`src/sv/ebr_divide.sv`:
```
// Pipelined restoring division of the scaled axis product by the hypotenuse.
module ebr_divide #(
  parameter int LENGTH_BITS = 16,
  localparam int SW = $clog2(LENGTH_BITS + 1)
) (
  input  logic                   clk_i,
  input  logic                   rst_ni,
  input  logic                   en_i,
  input  logic                   valid_i,
  input  logic [31:0]            hyp_i,
  input  logic [SW-1:0]          shift_i,
  input  logic [LENGTH_BITS-1:0] half_width_i,
  input  logic [LENGTH_BITS-1:0] half_height_i,
  output logic                   valid_o,
  output logic [LENGTH_BITS:0]   quot_o,
  output logic                   ovf_o,
  output logic                   hzero_o
);
  localparam int L  = LENGTH_BITS;
  localparam int NW = 2*L + 31;

  // The user must change the half-axes only while the pipeline is empty; this block leaves that to the user.
  logic [2*L-1:0] ab_q;
  always_ff @(posedge clk_i) begin
    ab_q <= {{L{1'b0}}, half_width_i} * {{L{1'b0}}, half_height_i};
  end

  logic          val0_q;
  logic [NW-1:0] num_q;
  logic [31:0]   h0_q;

  always_ff @(posedge clk_i or negedge rst_ni) begin
    if (!rst_ni) begin
      val0_q <= 1'b0;
    end else if (en_i) begin
      val0_q <= valid_i;
    end
  end

  // a*b scaled by 2^(31-s).
  always_ff @(posedge clk_i) begin
    if (en_i) begin
      num_q <= {ab_q, 31'b0} >> shift_i;
      h0_q  <= hyp_i;
    end
  end

  logic [L+29:0] hi;
  assign hi = num_q[NW-1:L+1];

  logic          dval_q [L+2];
  logic [31:0]   dr_q   [L+2];
  logic [L:0]    dq_q   [L+2];
  logic [L:0]    dl_q   [L+2];
  logic [31:0]   dh_q   [L+2];
  logic          dovf_q [L+2];

  always_ff @(posedge clk_i or negedge rst_ni) begin
    if (!rst_ni) begin
      dval_q[0] <= 1'b0;
    end else if (en_i) begin
      dval_q[0] <= val0_q;
    end
  end

  // A quotient past L+1 bits clamps to the larger half-axis unless the hypotenuse is zero.
  always_ff @(posedge clk_i) begin
    if (en_i) begin
      dovf_q[0] <= hi >= {{(L-2){1'b0}}, h0_q};
      dr_q[0]   <= hi[31:0];
      dl_q[0]   <= num_q[L:0];
      dq_q[0]   <= '0;
      dh_q[0]   <= h0_q;
    end
  end

  for (genvar k = 0; k <= L; k++) begin : g_div
    logic [32:0] r2, diff;
    logic        ge;
    assign r2   = {dr_q[k], dl_q[k][L-k]};
    assign diff = r2 - {1'b0, dh_q[k]};
    assign ge   = r2 >= {1'b0, dh_q[k]};

    always_ff @(posedge clk_i or negedge rst_ni) begin
      if (!rst_ni) begin
        dval_q[k+1] <= 1'b0;
      end else if (en_i) begin
        dval_q[k+1] <= dval_q[k];
      end
    end

    always_ff @(posedge clk_i) begin
      if (en_i) begin
        dr_q[k+1]   <= ge ? diff[31:0] : r2[31:0];
        dq_q[k+1]   <= {dq_q[k][L-1:0], ge};
        dl_q[k+1]   <= dl_q[k];
        dh_q[k+1]   <= dh_q[k];
        dovf_q[k+1] <= dovf_q[k];
      end
    end
  end

  assign valid_o = dval_q[L+1];
  assign quot_o  = dq_q[L+1];
  assign ovf_o   = dovf_q[L+1];
  assign hzero_o = (dh_q[L+1] == '0);

endmodule

```
`config.mk`:
```
export PLATFORM = sky130hd
export DESIGN_NAME = ebr_divide
export DESIGN_NICKNAME = d
export VERILOG_FILES = /design/src/sv/ebr_divide.sv
export SDC_FILE = /design/constraint.sdc
export NUM_CORES = 2
export LEC_CHECK = 0
export BUFFER_PORTS_ARGS = -buffer_cell sky130_fd_sc_hd__buf_2
export CORE_MARGIN = 5
export CORE_UTILIZATION = 60
export DETAILED_ROUTE_END_ITERATION = 10
export PLACE_DENSITY = 0.73
export SYNTH_ARGS = -nofsm -noshare
export SYNTH_HDL_FRONTEND = slang
export SYNTH_SLANG_ARGS = --single-unit
export TNS_END_PERCENT = 10
```
`constraint.sdc`:
```
create_clock -name clk_i -period 4.35 [get_ports clk_i]
set_clock_uncertainty 0.15 [all_clocks]
set_input_delay 0.2175 -clock clk_i [delete_from_list [all_inputs] [get_ports clk_i]]
set_output_delay 0.2175 -clock clk_i [all_outputs]
set_load 0.05 [all_outputs]
```
== Word level (Yosys, flattened, before mapping) ==
Memory sizes are Yosys's and may differ from the RTL's.
Index checks and enable logic that the tools add are counted.

* Add/subtract/negate cells: 17
* Reductions and logical operators: 1
* Order comparisons: 18
* Shifts and indexed selects: 1
* Muxes and demuxes: 19
* Multipliers: 1

{| class="wikitable"
|+ Operator list
! operator !! count
|-
| greater-or-equal comparator 33 x 32 -> 1 bit || 17
|-
| 2-to-1 mux 32 bit || 17
|-
| subtractor 32 bit || 17
|-
| right shift 63 x 5 -> 63 bit || 1
|-
| greater-or-equal comparator 46 x 32 -> 1 bit || 1
|-
| zero test 32 bit || 1
|-
| multiplier 16 x 16 -> 32 bit || 1
|-
| 2-to-1 mux 1 bit || 2
|}

* Word-level logic and storage cells: 84
* Output and inout bits: 20
* Register bits after elaboration: 146
* Memory bits (writable): 1782
* Memories kept: 5

{| class="wikitable"
|+ Memories
! memory !! words !! width !! rd ports !! clocked after memory_dff !! write ports !! RTL line !! source
|-
| dh_q || 18 || 32 || 18 || 0 || 18 || 55 || <nowiki>logic [31:0] dh_q [L+2];</nowiki>
|-
| dr_q || 18 || 32 || 17 || 0 || 18 || 52 || <nowiki>logic [31:0] dr_q [L+2];</nowiki>
|-
| dl_q || 18 || 17 || 17 || 0 || 18 || 54 || <nowiki>logic [L:0] dl_q [L+2];</nowiki>
|-
| dq_q || 18 || 17 || 18 || 0 || 18 || 53 || <nowiki>logic [L:0] dq_q [L+2];</nowiki>
|-
| dovf_q || 18 || 1 || 18 || 0 || 18 || 56 || <nowiki>logic dovf_q [L+2];</nowiki>
|}

== Longest topological paths before layout ==
* Word-level depth: 2
* Gate-level depth with buffers: 26
* Mapped depth without buffers: 25

== Worst setup path before layout ==
No wires, ideal clock.

* Path kind: input-to-reg
* Start point: input port half_height_i[15]
* End point: register ab_q[30]
* Stages on the path: 22
* Slack: -1.733 ns
* Library setup time: 0.072 ns
* Data arrival time: 5.861 ns
* Buffers on the path: 1
* Cells stage by stage: clkbuf_1 -> nand2_1 -> fa_1 -> fa_1 -> inv_1 -> fa_1 -> fa_1 -> fa_1 -> inv_1 -> fa_1 -> inv_1 -> ha_1 -> a21o_1 -> a211oi_1 -> o2bb2ai_1 -> a311o_1 -> a31oi_1 -> o21ai_0 -> nand2_1 -> o21ai_0 -> a21oi_1 -> xnor2_1

* Word-level cells in the longest chain between the ends: 1

{| class="wikitable"
|+ Ends and longest elaborated chain
! element !! RTL line !! source
|-
| start, declared || 13 || <nowiki>input logic [LENGTH_BITS-1:0] half_height_i,</nowiki>
|-
| multiplier 16 x 16 -> 32 bit || 25 || <nowiki>ab_q <= {{L{1'b0}}, half_width_i} * {{L{1'b0}}, half_height_i};</nowiki>
|-
| end signal, assigned || 25 ||
|-
| end, declared || 23 || <nowiki>logic [2*L-1:0] ab_q;</nowiki>
|}

Every way passes these cells.
A chain may end at the register's enable or synchronous reset.

== Worst setup path in the final report ==
* Start point: input port half_height_i[4]
* End point: register ab_q[30]

The elaborated chain is that of the path after synthesis.

==> impl_metrics.yaml <==
synth:
  synth.distinct_cells: 100
  synth_edf_count: 1539
  syn_area_mm2: 0.0921
  netlist_instances: 8071
  synth-warning-count: 0
  ys_seq_area_share_pct: 51.4
  synth-seq-cells: 1590
  synth-main-ff-cell: "edfxtp_1"
  syn_nets: 9034
  synth_area_per_cell_um2: 11.4
  synthArstFlopShare_pct: 1.19
global_route:
  grtUsageTotal_pct: 24.4
  grtUsageMet2_pct: 41.7
  overflow: 0
  use_met3_pct: 3.36
  grt_pass1_vias: 60500
  grt_start_max_net_pins: 128
  grt_use_met1_pct: 32.3
  busiest_layer: "met2"
  antenna_found_initial: 5
  grt_pass1_wl_um: 320000
detailed_routing:
  antenna_left: 0
  wl_um: 200000
  drc: 0
  routed-via-count: 61354
  avgViaCountPerCell: 5.76
  drt_iter0_markers: 4850
  dr.pass1.iters: 6
  routedWlPerCell_um: 18.8
critical_path:
  cp-end-kind: "flop"
  crit_slowest_cell: "fa_1"
  crit_path_max_fanout: 10
  worstPathCellList: "buf_6, and2_4, fa_1, inv_2, fa_1, inv_1, fa_1, fa_1, fa_1, inv_1, fa_1, inv_2, ha_4, buf_4, a21o_1, a211oi_4, o2bb2ai_2, a311o_1, a31oi_4, o21ai_2, nand2_1, o21ai_1, a21oi_2, xnor2_1"
  startpoint_type: "primary input"
  crit_top_cell: "fa_1"
  cpLargestDelayFamily: "adder cells"
  max_stage_delay_ns: 0.55
  cp_data_arrival_time_ns: 5.76
  path_class: "primary input to flop"
  required_ns: 4.89
  cp_num_buf_inv: 6
layout:
  final_nets: 9444
  final_cell_area_mm2: 0.104
  layout-drive-gt1-share_pct: 11.4
  final_common_cell: "edfxtp_1"
  area_growth_pct: 12.5
  final_cell_mix: "edfxtp_1 (1539), inv_1 (935), nand2_1 (703), ha_1 (667), a21oi_1 (568)"
  fill_cells: 11110
hold_path:
  hold_path.class: "primary input to flop"
power:
  peakVddDrop_mv: 1.28
  powerDensity_mw_per_mm2: 764
  p_leak_nw: 43.6
  totalPowerFinal_w: 0.0792
clocking:
  clkSlewWorstSetupHoldPaths_ns: 0.06
  cts_made_buffers: 166
  htree_levels: 4
  clock_latency_ns: 0.77
  cts_sinks: 1590
  clockBufferDepth: 3
  cts_tree: "built"
  root_buffer: "clkbuf_16"
run:
  cap_violations: 0
die:
  die_w_um: 402
  dieArea_mm2: 0.161
  die_h_um: 402
  rows: 143
  initial_core_util_pct: 60.5
  coreArea_mm2: 0.152
  io_pins: 93
timing:
  hold_viol_final: 0
  post-route-min-period_ns: 5.22
  clock.fmax_ghz: 0.192
  fin_crit_sh_pct: 120
  worstMarginPinSlew_ns: 1.10
  fin_ws_ns: -0.869
  slew_violations: 0
  relSlewSlack_pct: 26.5
  finalSetupViolCount: 20
  setup_tns_ns: -11.41
  rsz0062_at_grt: "true"
placed_design:
  postPlaceCellArea_mm2: 0.0968
  dp_hpwl_um: 150000
  place.port_buffers: 92
  gp_congestion: 0.954
status:
  violations: "setup timing"
  status: "complete, but fails checks"
-- where the power goes --
group          switching, W  internal [W]  total, W
Combinational        0.0217        0.0190    0.0407
Sequential          0.00216        0.0222    0.0244
Clock               0.00586       0.00822    0.0141
-- worst paths after layout --
kind	start	end	slack (ns)	cells past startpoint
worst max-delay path	half_height_i[4]	ab_q[30]	-0.87	24
worst min-delay path	half_width_i[2]	ab_q[2]	0.09	5
worst max register to register	dr_q[9][0]	dr_q[10][3]	0.20	12
worst min register to register	dovf_q[7]	dovf_q[8]	0.26	0
max in group asynchronous	rst_ni	dval_q[8]	3.08	3
min in group asynchronous	rst_ni	dval_q[6]	0.47	3
-- synth_stat cells, drive strengths merged (144+ instances only) --
cell    instances  area share, %
and2          144           0.98
a21o          282            2.3
xor2          175            1.7
a21oi         584            3.2
edfxtp       1539             50
mux2          223            2.7
nand2         708            2.9
xnor2         286            2.7
fa            210            4.6
o21ai         497            2.7
clkbuf        153           0.62
ha            680            9.2
inv           955            3.9
nor2          360            1.5
-- kinds of logic after synthesis --
logic type                 count (synthesis)  share of synthesized area [%]
xor gates and xnor gates                 461                           4.38
DFF                                     1590                           51.4
buffers and inverters                   1152                           4.80
muxes                                    316                           3.86
and+or+nand+nor                         1787                           9.12
adders and majority gates                890                           13.8
AOI/OAI and AO/OA                       1875                           12.6
-- metrics by stage --
stage,std cells,setup slack (ns),utilization (%),hold WS [ns]
global placement,10246,-1.97,63.6,0.00944
detailed placement,10246,-1.93,63.6,0.0173
global route,10647,-1.02,68.0,0.0745
finish,10647,-0.869,68.0,0.0896
floorplan,8071,-1.36,-,-0.228
CTS,10641,-0.904,67.9,0.0206
-- sequential cells by signal, indices dropped and copies added (netlist names) --
name,flops
ab_q,32
dh_q,576
dl_q,153
dovf_q,18
dq_q,153
dr_q,544
dval_q,17
h0_q,32
num_q,63
val0_q,1
valid_o,1
-- per-layer routing --
layer	up-vias	share of wire [%]	wire, um
met4	2	3.8	7550
met2	1705	49	97700
met5	-	0.0055	11
met3	422	4.6	9170
met1	29496	43	85900
li1	29729	-	-
-- cell type report --
cell class | count | area, um2 | area share [%]
Antenna cell | 2 | 5.00 | 0.00483
Clock buffer | 195 | 4380 | 4.23
Clock inverter | 107 | 1050 | 1.01
Inverter | 956 | 3590 | 3.46
Multi-Input combinational cell | 5329 | 40900 | 39.5
Sequential cell | 1590 | 47300 | 45.7
Tap cell | 2030 | 2540 | 2.45
Timing Repair Buffer | 438 | 3800 | 3.66
-- what timing repair did --
action / CTS / global route
endpoints found under the hold margin: 158 / 0
pin swaps: 61 / 43
buffers inserted: 20 / 4
endpoints found under the setup margin: 21 / 63
hold buffers: 73 / 0
resized for setup: 77 / 69
-- tightest hold or removal path: stages --
cell,delay [ns]
buf_4,0.15
buf_4,0.15
and2_1,0.15
ha_1,0.15
ha_1,0.14
Note: power is estimated with default switching activity, not from simulation.
